===== config.mk =====
export PLATFORM = sky130hd
export DESIGN_NAME = control_verb_matcher_flat
export DESIGN_NICKNAME = d
export VERILOG_FILES = /design/src/sv/cvm_pkg.sv /design/src/sv/cvm_in_if.sv /design/src/sv/cvm_out_if.sv /design/src/sv/control_verb_matcher.sv /design/src/sv/cvm_parser.sv /design/src/flat_wrapper.sv
export SDC_FILE = /design/constraint.sdc
export NUM_CORES = 1
export LEC_CHECK = 0
export BUFFER_PORTS_ARGS = -buffer_cell sky130_fd_sc_hd__buf_2
export CAP_MARGIN = 15
export CORE_MARGIN = 5
export CORE_UTILIZATION = 64
export DETAILED_ROUTE_END_ITERATION = 8
export PLACE_DENSITY = 0.82
export SLEW_MARGIN = 20
export SYNTH_ARGS = -nofsm -noshare
export SYNTH_HDL_FRONTEND = slang
export SYNTH_SLANG_ARGS = --single-unit

===== constraint.sdc =====
create_clock -name i_clk -period 4.76 [get_ports i_clk]
set_clock_uncertainty 0.1 [all_clocks]
set_input_delay 0.238 -clock i_clk [delete_from_list [all_inputs] [get_ports i_clk]]
set_output_delay 0.238 -clock i_clk [all_outputs]
set_load 0.02 [all_outputs]

===== src/sv/cvm_pkg.sv =====
// Shared types, constants and verb/flag tables for the control verb matcher.
package cvm_pkg;

    // Verb table size and the length of the json option text
    localparam int VERB_COUNT = 7;
    localparam int FLAG_LEN   = 6;

    // Highest valid command code
    localparam logic [2:0] CODE_LAST = 3'(VERB_COUNT - 1);

    // Parse phase codes
    localparam logic [1:0] PH_LEAD  = 2'd0;
    localparam logic [1:0] PH_WORD  = 2'd1;
    localparam logic [1:0] PH_AFTER = 2'd2;

    // Byte codes of interest
    localparam logic [7:0] CH_SPACE = 8'h20;
    localparam logic [7:0] CH_TAB   = 8'h09;
    localparam logic [7:0] CH_CR    = 8'h0D;
    localparam logic [7:0] CH_LF    = 8'h0A;
    localparam logic [7:0] CH_DASH  = 8'h2D;

    // Word byte counter saturation value
    localparam logic [3:0] COUNT_MAX = 4'd15;

    // One result item
    typedef struct packed {
        logic       matched;
        logic [2:0] command_code;
        logic       json_flag;
    } t_result;

    // Character idx of verb v; positions past the end read as NUL
    function automatic logic [7:0] verb_char(input logic [2:0] v, input logic [2:0] idx);
        logic [55:0] text;
        begin
            case (v)
                3'd0:    text = {"start", 16'h0};
                3'd1:    text = {"stop", 24'h0};
                3'd2:    text = {"toggle", 8'h0};
                3'd3:    text = "dictate";
                3'd4:    text = {"cancel", 8'h0};
                3'd5:    text = {"status", 8'h0};
                3'd6:    text = {"reload", 8'h0};
                default: text = '0;
            endcase
            if (idx == 3'd7) begin
                verb_char = 8'h00;
            end else begin
                verb_char = text[8'(55 - 8 * int'(idx)) -: 8];
            end
        end
    endfunction

    // Length of verb v
    function automatic logic [3:0] verb_len(input logic [2:0] v);
        begin
            case (v)
                3'd0:    verb_len = 4'd5;
                3'd1:    verb_len = 4'd4;
                3'd2:    verb_len = 4'd6;
                3'd3:    verb_len = 4'd7;
                3'd4:    verb_len = 4'd6;
                3'd5:    verb_len = 4'd6;
                3'd6:    verb_len = 4'd6;
                default: verb_len = 4'd0;
            endcase
        end
    endfunction

    // Expected character at each position of "--json"
    function automatic logic [7:0] flag_char(input logic [2:0] pos);
        begin
            case (pos)
                3'd0:    flag_char = "-";
                3'd1:    flag_char = "-";
                3'd2:    flag_char = "j";
                3'd3:    flag_char = "s";
                3'd4:    flag_char = "o";
                3'd5:    flag_char = "n";
                default: flag_char = 8'h00;
            endcase
        end
    endfunction

endpackage


===== src/sv/cvm_in_if.sv =====
// Message byte channel: one byte per transfer with a last-byte mark.
interface cvm_in_if;
    logic       valid;
    logic       ready;
    logic [7:0] char_byte;
    logic       last_byte;

    modport source (output valid, output char_byte, output last_byte, input ready);
    modport sink   (input valid, input char_byte, input last_byte, output ready);
endinterface


===== src/sv/cvm_out_if.sv =====
// Result channel: match flag, command code and json flag per transfer.
interface cvm_out_if;
    logic       valid;
    logic       ready;
    logic       matched;
    logic [2:0] command_code;
    logic       json_flag;

    modport source (output valid, output matched, output command_code, output json_flag,
                    input ready);
    modport sink   (input valid, input matched, input command_code, input json_flag,
                    output ready);
endinterface


===== src/sv/control_verb_matcher.sv =====
// Top level: input byte register, parser and result output register.
// The last byte of a message waits in the input register until the output register is free,
// then its result loads the output register and is shown there as valid.
// Throughput: one byte per cycle; a last byte stalls while the previous result waits untaken.
// Reset (synchronous, active low) empties both registers and returns the parser to the
// leading-whitespace phase with all verbs live.
module control_verb_matcher
    import cvm_pkg::*;
(
    input  logic      i_clk,
    input  logic      i_rst_n,
    cvm_in_if.sink    i_msg,
    cvm_out_if.source o_res
);

    logic       r_in_valid;
    logic [7:0] r_in_byte;
    logic       r_in_last;
    logic       r_out_valid;
    t_result    r_out;

    logic       out_free, step;
    t_result    result;

    // A byte moves through the parser unless its result would have nowhere to go
    assign out_free    = !r_out_valid || o_res.ready;
    assign step        = r_in_valid && (!r_in_last || out_free);
    assign i_msg.ready = !r_in_valid || step;

    // Input register
    always_ff @(posedge i_clk) begin
        if (!i_rst_n) begin
            r_in_valid <= 1'b0;
        end else if (i_msg.ready) begin
            r_in_valid <= i_msg.valid;
        end
    end

    always_ff @(posedge i_clk) begin
        if (i_msg.valid && i_msg.ready) begin
            r_in_byte <= i_msg.char_byte;
            r_in_last <= i_msg.last_byte;
        end
    end

    cvm_parser u_parser (
        .i_clk    (i_clk),
        .i_rst_n  (i_rst_n),
        .i_step   (step),
        .i_char   (r_in_byte),
        .i_last   (r_in_last),
        .o_result (result)
    );

    // Output register
    always_ff @(posedge i_clk) begin
        if (!i_rst_n) begin
            r_out_valid <= 1'b0;
        end else if (step && r_in_last) begin
            r_out_valid <= 1'b1;
        end else if (o_res.ready) begin
            r_out_valid <= 1'b0;
        end
    end

    always_ff @(posedge i_clk) begin
        if (step && r_in_last) begin
            r_out <= result;
        end
    end

    assign o_res.valid        = r_out_valid;
    assign o_res.matched      = r_out.matched;
    assign o_res.command_code = r_out.command_code;
    assign o_res.json_flag    = r_out.json_flag;

endmodule


===== src/sv/cvm_parser.sv =====
// Per-byte parse state, parallel verb compare and json option tracker.
module cvm_parser
    import cvm_pkg::*;
(
    input  logic       i_clk,
    input  logic       i_rst_n,
    input  logic       i_step,
    input  logic [7:0] i_char,
    input  logic       i_last,
    output t_result    o_result
);

    logic [1:0]            r_phase, n_phase;
    logic [VERB_COUNT-1:0] r_alive, n_alive;
    logic [3:0]            r_count, n_count;
    logic                  r_pend, n_pend;
    logic [2:0]            r_prog, n_prog;
    logic                  r_seen, n_seen;

    logic                  is_sp, is_tab, is_crlf, is_ws, take;
    logic [VERB_COUNT-1:0] char_ok;
    logic [2:0]            prog_step;

    assign is_sp   = (i_char == CH_SPACE);
    assign is_tab  = (i_char == CH_TAB);
    assign is_crlf = (i_char == CH_CR) || (i_char == CH_LF);
    assign is_ws   = is_sp || is_tab || is_crlf;

    // All seven verbs compared against the current word position at once
    always_comb begin
        for (int i = 0; i < VERB_COUNT; i++) begin
            char_ok[i] = (r_count < verb_len(3'(i))) &&
                         (verb_char(3'(i), r_count[2:0]) == i_char);
        end
    end

    // "--json" prefix tracker, restarting on a dash
    always_comb begin
        if ((r_prog < 3'(FLAG_LEN)) && (flag_char(r_prog) == i_char)) begin
            prog_step = r_prog + 3'd1;
        end else if (i_char == CH_DASH) begin
            prog_step = (r_prog == 3'd2) ? 3'd2 : 3'd1;
        end else begin
            prog_step = 3'd0;
        end
    end

    // Next state for one byte
    always_comb begin
        n_phase = r_phase;
        n_alive = r_alive;
        n_count = r_count;
        n_pend  = r_pend;
        n_prog  = r_prog;
        n_seen  = r_seen;
        take    = 1'b0;
        case (r_phase)
            PH_LEAD: begin
                if (!is_sp && !is_tab) begin
                    n_phase = PH_WORD;
                    if (is_crlf) begin
                        n_pend = 1'b1;
                    end else begin
                        take = 1'b1;
                    end
                end
            end
            PH_WORD: begin
                if (is_sp) begin
                    n_phase = PH_AFTER;
                end else if (is_tab || is_crlf) begin
                    n_pend = 1'b1;
                end else begin
                    take = 1'b1;
                end
            end
            default: begin
                if (!is_ws && r_pend) begin
                    n_alive = '0;
                    n_pend  = 1'b0;
                end
                if (prog_step >= 3'(FLAG_LEN)) begin
                    n_seen = 1'b1;
                    n_prog = 3'd0;
                end else begin
                    n_prog = prog_step;
                end
            end
        endcase
        // A word byte after embedded whitespace kills every verb
        if (take) begin
            if (r_pend) begin
                n_alive = '0;
                n_pend  = 1'b0;
            end else begin
                n_alive = r_alive & char_ok;
            end
            if (r_count != COUNT_MAX) begin
                n_count = r_count + 4'd1;
            end
        end
    end

    // Lowest-numbered live verb whose length equals the word length
    always_comb begin
        o_result = '0;
        for (int i = VERB_COUNT - 1; i >= 0; i--) begin
            if (n_alive[i] && (n_count == verb_len(3'(i)))) begin
                o_result.matched      = 1'b1;
                o_result.command_code = 3'(i);
                o_result.json_flag    = n_seen;
            end
        end
    end

    // State registers; cleared on reset and after the last byte of each message
    always_ff @(posedge i_clk) begin
        if (!i_rst_n || (i_step && i_last)) begin
            r_phase <= PH_LEAD;
            r_alive <= '1;
            r_count <= '0;
            r_pend  <= 1'b0;
            r_prog  <= '0;
            r_seen  <= 1'b0;
        end else if (i_step) begin
            r_phase <= n_phase;
            r_alive <= n_alive;
            r_count <= n_count;
            r_pend  <= n_pend;
            r_prog  <= n_prog;
            r_seen  <= n_seen;
        end
    end

endmodule


===== src/flat_wrapper.sv =====
// flat-port wrapper written by rule: the top's interface ports become plain ports
module control_verb_matcher_flat import cvm_pkg::*;
  (i_clk, i_rst_n, i_msg_valid, i_msg_char_byte, i_msg_last_byte, i_msg_ready, o_res_valid, o_res_matched, o_res_command_code, o_res_json_flag, o_res_ready);
  cvm_in_if i_msg_i ();
  cvm_out_if o_res_i ();
  input  logic i_clk;
  input  logic i_rst_n;
  input wire logic [$bits(i_msg_i.valid)-1:0] i_msg_valid;
  input wire logic [$bits(i_msg_i.char_byte)-1:0] i_msg_char_byte;
  input wire logic [$bits(i_msg_i.last_byte)-1:0] i_msg_last_byte;
  output wire logic [$bits(i_msg_i.ready)-1:0] i_msg_ready;
  output wire logic [$bits(o_res_i.valid)-1:0] o_res_valid;
  output wire logic [$bits(o_res_i.matched)-1:0] o_res_matched;
  output wire logic [$bits(o_res_i.command_code)-1:0] o_res_command_code;
  output wire logic [$bits(o_res_i.json_flag)-1:0] o_res_json_flag;
  input wire logic [$bits(o_res_i.ready)-1:0] o_res_ready;
  assign i_msg_i.valid = i_msg_valid;
  assign i_msg_i.char_byte = i_msg_char_byte;
  assign i_msg_i.last_byte = i_msg_last_byte;
  assign i_msg_ready = i_msg_i.ready;
  assign o_res_valid = o_res_i.valid;
  assign o_res_matched = o_res_i.matched;
  assign o_res_command_code = o_res_i.command_code;
  assign o_res_json_flag = o_res_i.json_flag;
  assign o_res_i.ready = o_res_ready;
  control_verb_matcher u_core (.i_clk(i_clk), .i_rst_n(i_rst_n), .i_msg(i_msg_i), .o_res(o_res_i));
endmodule

Yosys cells after proc, flatten, opt, wreduce, memory -nomap -nowiden
Cells that the tools add are included.
Widths: inputs -> output; s select.
- shifts and indexed selects: 7
- divide/modulo/power cells: 0
- equality and inequality tests: 27
- multipliers: 0
- reduce and logical (&&, ||, !) cells: 46
- muxes and demuxes: 45
- order comparisons: 6
- add/sub/neg operators: 3
- bitwise operators: 2
- operators by type and width (cell ; count):
    $shiftx 63x7->8 const A ; 7
    $eq 8x8->1 ; 8
    $mux 8 ; 7
    $pmux 7 s5 ; 1
    $mux 7 ; 4
    $eq 8x4->1 const B ; 3
    $logic_and 1x1->1 ; 20
    $eq 4x3->1 const B ; 4
    $eq 8x6->1 const B ; 2
    $lt 4x3->1 const B ; 4
    $mux 1 ; 16
    $mux 4 ; 4
    $mux 3 ; 4
    $mux 2 ; 5
    $eq 3x3->1 const B ; 3
    $logic_or 1x1->1 ; 8
    $and 7x7->7 ; 1
    $logic_not 1->1 ; 7
    $sub 6x6->7 const A ; 1
    $eq 3x2->1 const B ; 2
    $reduce_or 2->1 ; 3
    $reduce_or 6->1 ; 1
    $mux 5 ; 1
    $add 4x1->4 const B ; 1
    16 further kinds ; 19
- memory bits (writable): 0
- memories kept: 0
- bits in latches: 0
- ROM bits: 0
- register bits: 34
- logic and storage cells: 151
- output and inout bits: 7
- bits of input ports: 13

Logic depth before layout (Yosys ltp)
- depth after elaboration: 16
- mapped depth: 12
- mapped depth without buffers: 10

Hierarchy
From an unflattened synthesis, not the netlist that was laid out.
- cells, all modules: 364
- area total of the unflattened synthesis: 3114.2 um^2
- by module, submodules not included (module ; times used ; seq. area each (um^2) ; area an instance (um^2) ; cells each):
    cvm_parser ; 1 ; 360.3 ; 2576.2 ; 338
    control_verb_matcher ; 1 ; 460.4 ; 538.0 ; 26

Worst setup path before layout
OpenSTA, ideal clock, no wires.
- path kind: flip-flop to flip-flop
- from: reg u_core.u_parser.r_count[0]
- to: reg u_core.r_out (netlist bit u_core.o_res.command_code[0]), data pin
- data required time: 4.405 ns
- path slack: 1.622 ns
- path buffers: 1
- setup time: 0.255 ns
- period minus slack after synthesis: 3.138 ns
- data arrival time: 2.783 ns
- cell stages (with the launch flop): 12
- path through: dfxtp_1 ha_1 ha_1 buf_4 nor3b_1 xnor2_1 nand3_1 or3_1 nor3_2 o21ai_1 a311oi_1 and3b_1
- longest elaborated chain between the ends: 14
- elaborated cells between the ends (all ways): 52
- classes of those cells: add/sub (2); order compare (4); eq/ne (12); shift (6); mux (15); bitwise (1); reduce/logical (12)
- RTL lines (what ; line ; source):
    start: declaration ; cvm_parser.sv:15 ; logic [3:0] r_count, n_count;
    start signal: assignment ; cvm_parser.sv:128 ; r_count <= n_count;
    $sub 6x6->7 ; cvm_pkg.sv:50 ; verb_char = text[8'(55 - 8 * int'(idx)) -: 8];
    $shiftx 63x7->8 ; cvm_pkg.sv:50 ;
    $mux 8 ; cvm_pkg.sv:47 ; if (idx == 3'd7) begin
    $eq 8x8->1 ; cvm_parser.sv:33 ; (verb_char(3'(i), r_count[2:0]) == i_char);
    $logic_and 1x1->1 ; cvm_parser.sv:32 ; char_ok[i] = (r_count < verb_len(3'(i))) &&
    $and 7x7->7 ; cvm_parser.sv:96 ; n_alive = r_alive & char_ok;
    $mux 7 ; cvm_parser.sv:92 ; if (r_pend) begin
    $mux 7 ; cvm_parser.sv:91 ; if (take) begin
    $logic_and 1x1->1 ; cvm_parser.sv:108 ; if (n_alive[i] && (n_count == verb_len(3'(i)))) begin
    $mux 4 (2 in a row) ; cvm_parser.sv:108 ;
    $mux 3 (2 in a row) ; cvm_parser.sv:108 ;
    $mux 2 ; cvm_parser.sv:108 ;
    end signal: assignment ; control_verb_matcher.sv:68 ; r_out <= result;
    end: declaration ; control_verb_matcher.sv:20 ; t_result r_out;
Parallel ways exist; a longest one is shown, timed or not.
A chain may end at the register's enable or synchronous reset.

==> results.txt <==
- Measured along the x axis, the die boundary spans 76.7 um.
* Leakage: between 0.001 and 0.0015 uW
- The number of antenna violations at the first check in global routing is 0.
- Average wire length per cell after detail routing: 17.3 um
* Wire length of the first global-routing pass: 11300 um
- The worst hold path belongs to the class in -> reg.
- Clock buffer depth: 2
- After clock tree synthesis, the flow added hold-fix buffers numbering 0.
* Via count of the routed design: between 2000 and 3000
* Sequential cell area: approximately 820 um^2
- Total of warnings raised by yosys: 0
- The final critical path takes up between 80% and 90% of the cycle.
- At the pin with the least slew margin, the transition time is 0.867 ns.
- The floorplan step defined a die boundary enclosing between 5000 and 6000 um^2.
- Largest family of logic cells by synthesized area: simple AND/OR/NAND/NOR gates
- Post-synth top area cell: sky130_fd_sc_hd__edfxtp_1
* Proportion of synthesized flip-flops having asynchronous set or reset: 0%
- Gates resized during post-CTS repair numbered 0.
* Share of the yosys chip area belonging to registers: about 29%
- Filler cell count: between 300 and 400
* Via-to-Cell Ratio: ~6.5
- Post-route core utilization: a little over two thirds
- The synthesized netlist devotes 8.96% of its cell area to XOR and XNOR gates.
- Most frequently used flop master after synthesis: sky130_fd_sc_hd__dfxtp_1
* Total length of routed wires: just under 7000 um
- Buffers placed on the I/O ports in this run total 19.
- In the routed design, unresolved DRC markers number 0.
- IR drop worst, VDD: ~0.24 mV
- After Yosys synthesis, and, or, nand and nor cells account for around 28% of the synthesized area.
- Floorplan row count: 24
- The synthesized netlist devotes approximately 20% of its cell area to compound gates.
- Detailed placer's ending HPWL: 5130 um
- The repair_antennas step left the layout with diodes totalling 0.
- Cells with a size suffix above 1 make up around 14% of the layout.
* Flops & latches, synth: 34
- Buffers added to address setup during post-CTS repair amount to 0.
- Largest cells by area after synthesis: sky130_fd_sc_hd__edfxtp_1 15%, sky130_fd_sc_hd__dfxtp_1 14%, sky130_fd_sc_hd__ha_1 4.8%, sky130_fd_sc_hd__nor2_1 4.3%, sky130_fd_sc_hd__xnor2_1 4.3%
* Slowest stage cell, crit path: sky130_fd_sc_hd__ha_1
- Setup-violating endpoint count in the final report: 0
- Post-Layout Cell Count: between 300 and 400
- Walking the worst path, the cells encountered are buf_4 -> ha_1 -> ha_1 -> nor2b_1 -> a31oi_1 -> nand2_1 -> nor4b_1 -> nor4bb_1 -> o21ai_0 -> a31oi_1 -> o311a_1.
- Setup repair after global routing missed its margin: no
- Synthesis handed over a netlist of between 300 and 400 instances.
* Detail Route Antenna Nets: 0
* Top Family by Delay on Critical Path: simple AND/OR/NAND/NOR gates
- Summed negative setup slack over all endpoints: 0 ns
* Combined global-route utilization of all metal layers: between 20% and 30%
- The total area inside the core boundary comes to 4320 um^2.
- Count of H-tree levels built during CTS: 2
- At the end of the flow, the number of nets in the layout was between 300 and 400.
- The pre-antenna-repair detailed-routing pass consisted of 5 iterations.
- Number of global-route vias before repair: 2376
- Number of DRC violations after detailed-routing iteration 0: 240
- The clock net in this run drives a total of 34 sinks.
- Number of distinct library cells after synthesis: 73
- TritonCTS built the clock tree.
* Data arrival time of the critical path: 4.06 ns
- Summed over its instances, the top area cell type makes up between 10 and 15% of the synthesized netlist area.
* Top Ports: 20
- Across the run, the number of max-cap violations was 0.
- Combined buffer and inverter count along the critical path: 1
- Max-Slew Margin vs Limit: 41.9%
* Worst-skew pair later-pin latency: approximately 0.29 ns
- Area growth, synth to finish: 5.40%
- Reg clk slew, reported paths: around 0.080 ns
- Once the floorplan was initialized, standard cells occupied between 60% and 70% of the core.
- Number of enable flip-flop cells after synthesis: 14
- Global routing finished with a remaining overflow of 0.
- Placer Congestion: between 1 and 1.5
* Multi-input gate area in the final layout: 1860 um^2
- WS Path Type: reg -> reg
- Peak per-stage delay on the critical path: roughly 0.84 ns
- Die Ht: around 77 um
- Tmin final: between 3 and 4 ns
* Highest net fanout along the worst path: 26
- Netlist area before placement: approximately 2800 um^2
- A synthesized cell averages roughly 8.4 um^2.
- The tree is rooted in a sky130_fd_sc_hd__clkbuf_8.
- Including well taps, the total number of placed cells is 390.
- Ratio of total power to cell area: 240 nW/um^2
* Highest Clock Rate: between 0.2 and 0.3 GHz
* Outcome: complete, no violations
- Maximum number of pins on one net before global-route repair: 27
- The number of hold violations in the final report came to 0.
- WP data required: slightly below 5 ns
- Of the total synthesized cell area, the portion taken by full adders, half adders and majority gates is 4.83%.
- Cts bufs inserted: 5
- Mux cell area share after synthesis: 3.51%
* Critical Path Start Type: flip-flop
- Critical path capture point type: flip-flop
- Final Max Tran Viols: 0
* Net Count, Synth: 363
where the power goes:
group | total [uW] | internal [uW] | switching [uW] | leakage, uW
Combinational | 158 | 65.3 | 92.5 | 0.000792
Clock | 227 | 116 | 111 | 0.0000472
Sequential | 336 | 316 | 20.2 | 0.000303
Total | 721 | 498 | 224 | 0.00114
metal layers:
metal,wire (um),up-vias,GRT usage (%)
met5,0,-,0
met4,106,0,4.37
met3,533,18,4.68
met2,3330,116,39.5
met1,2910,1209,30.7
li1,-,1251,-
worst reg2reg max path, stage by stage (launching register included):
cell and delay, ns:
sky130_fd_sc_hd__dfxtp_1 0.30, sky130_fd_sc_hd__buf_4 0.19, sky130_fd_sc_hd__ha_1 0.30, sky130_fd_sc_hd__ha_1 0.84, sky130_fd_sc_hd__nor2b_1 0.46, sky130_fd_sc_hd__a31oi_1 0.21
sky130_fd_sc_hd__nand2_1 0.10, sky130_fd_sc_hd__nor4b_1 0.34, sky130_fd_sc_hd__nor4bb_1 0.41, sky130_fd_sc_hd__o21ai_0 0.20, sky130_fd_sc_hd__a31oi_1 0.22, sky130_fd_sc_hd__o311a_1 0.19
cells in the final DEF, fill, tap and decap left out, drive strengths merged, types with 3 or more instances in the layout:
cell type,netlist,layout
a211oi,7,7
a31oi,10,10
nor2,34,34
a22oi,5,5
nor2b,9,9
xnor2,15,15
a311oi,3,3
dfxtp,20,20
o21ai,15,15
nor4,5,5
edfxtp,14,14
nand4b,3,3
and2,7,7
xor2,12,12
or2,4,4
o22ai,3,3
buf,13,21
nor3b,5,5
nand2b,4,4
o2111ai,3,3
a21oi,10,10
and3,4,4
or3b,3,3
nand2,27,27
nor3,16,16
inv,13,13
ha,11,11
nand3,14,14
mux2i,10,10
clkbuf,9,6
cells by family (layout without fill, tap and decap cells):
kind of cell | count (synthesis) | after routing
buffers and inverters | 35 | 42
muxes | 10 | 10
adders and majority gates | 11 | 11
xor gates and xnor gates | 27 | 27
AOI/OAI and AO/OA | 78 | 78
DFF | 34 | 34
and+or+nand+nor | 144 | 144
synthesized netlist by cell type, types with 2 or more instances:
cell / n
sky130_fd_sc_hd__xor2_1: 12
sky130_fd_sc_hd__edfxtp_1: 14
sky130_fd_sc_hd__o211ai_1: 2
sky130_fd_sc_hd__o2111ai_1: 2
sky130_fd_sc_hd__clkbuf_1: 8
sky130_fd_sc_hd__nor4b_1: 2
sky130_fd_sc_hd__nand2b_1: 4
sky130_fd_sc_hd__or2_2: 3
sky130_fd_sc_hd__o21ai_1: 2
sky130_fd_sc_hd__nand2_1: 27
sky130_fd_sc_hd__nand3_1: 14
sky130_fd_sc_hd__nor3b_1: 4
sky130_fd_sc_hd__nor3_1: 15
sky130_fd_sc_hd__nand4_1: 2
sky130_fd_sc_hd__a311oi_1: 3
sky130_fd_sc_hd__buf_6: 2
sky130_fd_sc_hd__nor4_1: 4
sky130_fd_sc_hd__mux2i_1: 10
sky130_fd_sc_hd__nand4b_1: 2
sky130_fd_sc_hd__dfxtp_1: 20
sky130_fd_sc_hd__a22oi_1: 5
sky130_fd_sc_hd__a21oi_1: 10
sky130_fd_sc_hd__and3_1: 3
sky130_fd_sc_hd__inv_1: 13
sky130_fd_sc_hd__or3b_2: 3
sky130_fd_sc_hd__buf_1: 3
sky130_fd_sc_hd__a211oi_1: 6
sky130_fd_sc_hd__and2_1: 7
sky130_fd_sc_hd__nor2_1: 33
sky130_fd_sc_hd__buf_4: 3
sky130_fd_sc_hd__a32oi_1: 2
sky130_fd_sc_hd__o22ai_1: 3
sky130_fd_sc_hd__nor2b_1: 8
sky130_fd_sc_hd__xnor2_1: 14
sky130_fd_sc_hd__o21ai_0: 13
sky130_fd_sc_hd__buf_2: 5
sky130_fd_sc_hd__ha_1: 11
sky130_fd_sc_hd__a31oi_1: 10
worst paths after layout:
path,slack [ns],cells after the start,from,endpoint
worst max-delay path,0.77,11,u_core.u_parser.r_count[0]$_SDFFE_PP0P_,u_core.o_res.json_flag$_DFFE_PP_
worst min-delay path,0.02,1,i_msg_char_byte[0],u_core.r_in_byte[0]$_DFFE_PP_
worst max register to register,0.77,11,u_core.u_parser.r_count[0]$_SDFFE_PP0P_,u_core.o_res.json_flag$_DFFE_PP_
worst min register to register,0.37,2,u_core.u_parser.r_alive[6]$_SDFFE_PP1P_,u_core.u_parser.r_alive[6]$_SDFFE_PP1P_
cell type report:
type	count	area share (%)
clock inverter	2	0.417
timing repair buffer	21	3.67
multi-input combinational	270	62.0
sequential	34	27.3
inverter	13	1.63
tap	52	2.17
clock buffer	6	2.75
through the flow:
step | power, uW | area (um^2) | worst slack, ns | hold slack, ns
floorplan | 461 | 2850 | 1.62 | 0.237
global placement | 492 | 2910 | 0.954 | 0.315
detailed placement | 495 | 2910 | 0.889 | 0.316
CTS | 719 | 3000 | 0.859 | 0.0151
global route | 757 | 3000 | 0.538 | 0.0111
finish | 721 | 3000 | 0.766 | 0.0180
sequential cells by signal (all words and copies together), names as in the netlist:
name / count
u_core.r_in_byte: 8
u_core.u_parser.r_alive: 7
u_core.u_parser.r_count: 4
u_core.o_res.command_code: 3
u_core.u_parser.r_prog: 3
u_core.u_parser.r_phase: 2
u_core.o_res.json_flag: 1
u_core.o_res.matched: 1
u_core.o_res.valid: 1
u_core.r_in_last: 1
u_core.r_in_valid: 1
u_core.u_parser.r_pend: 1
u_core.u_parser.r_seen: 1
No activity file was read; power rests on OpenSTA's default activity.
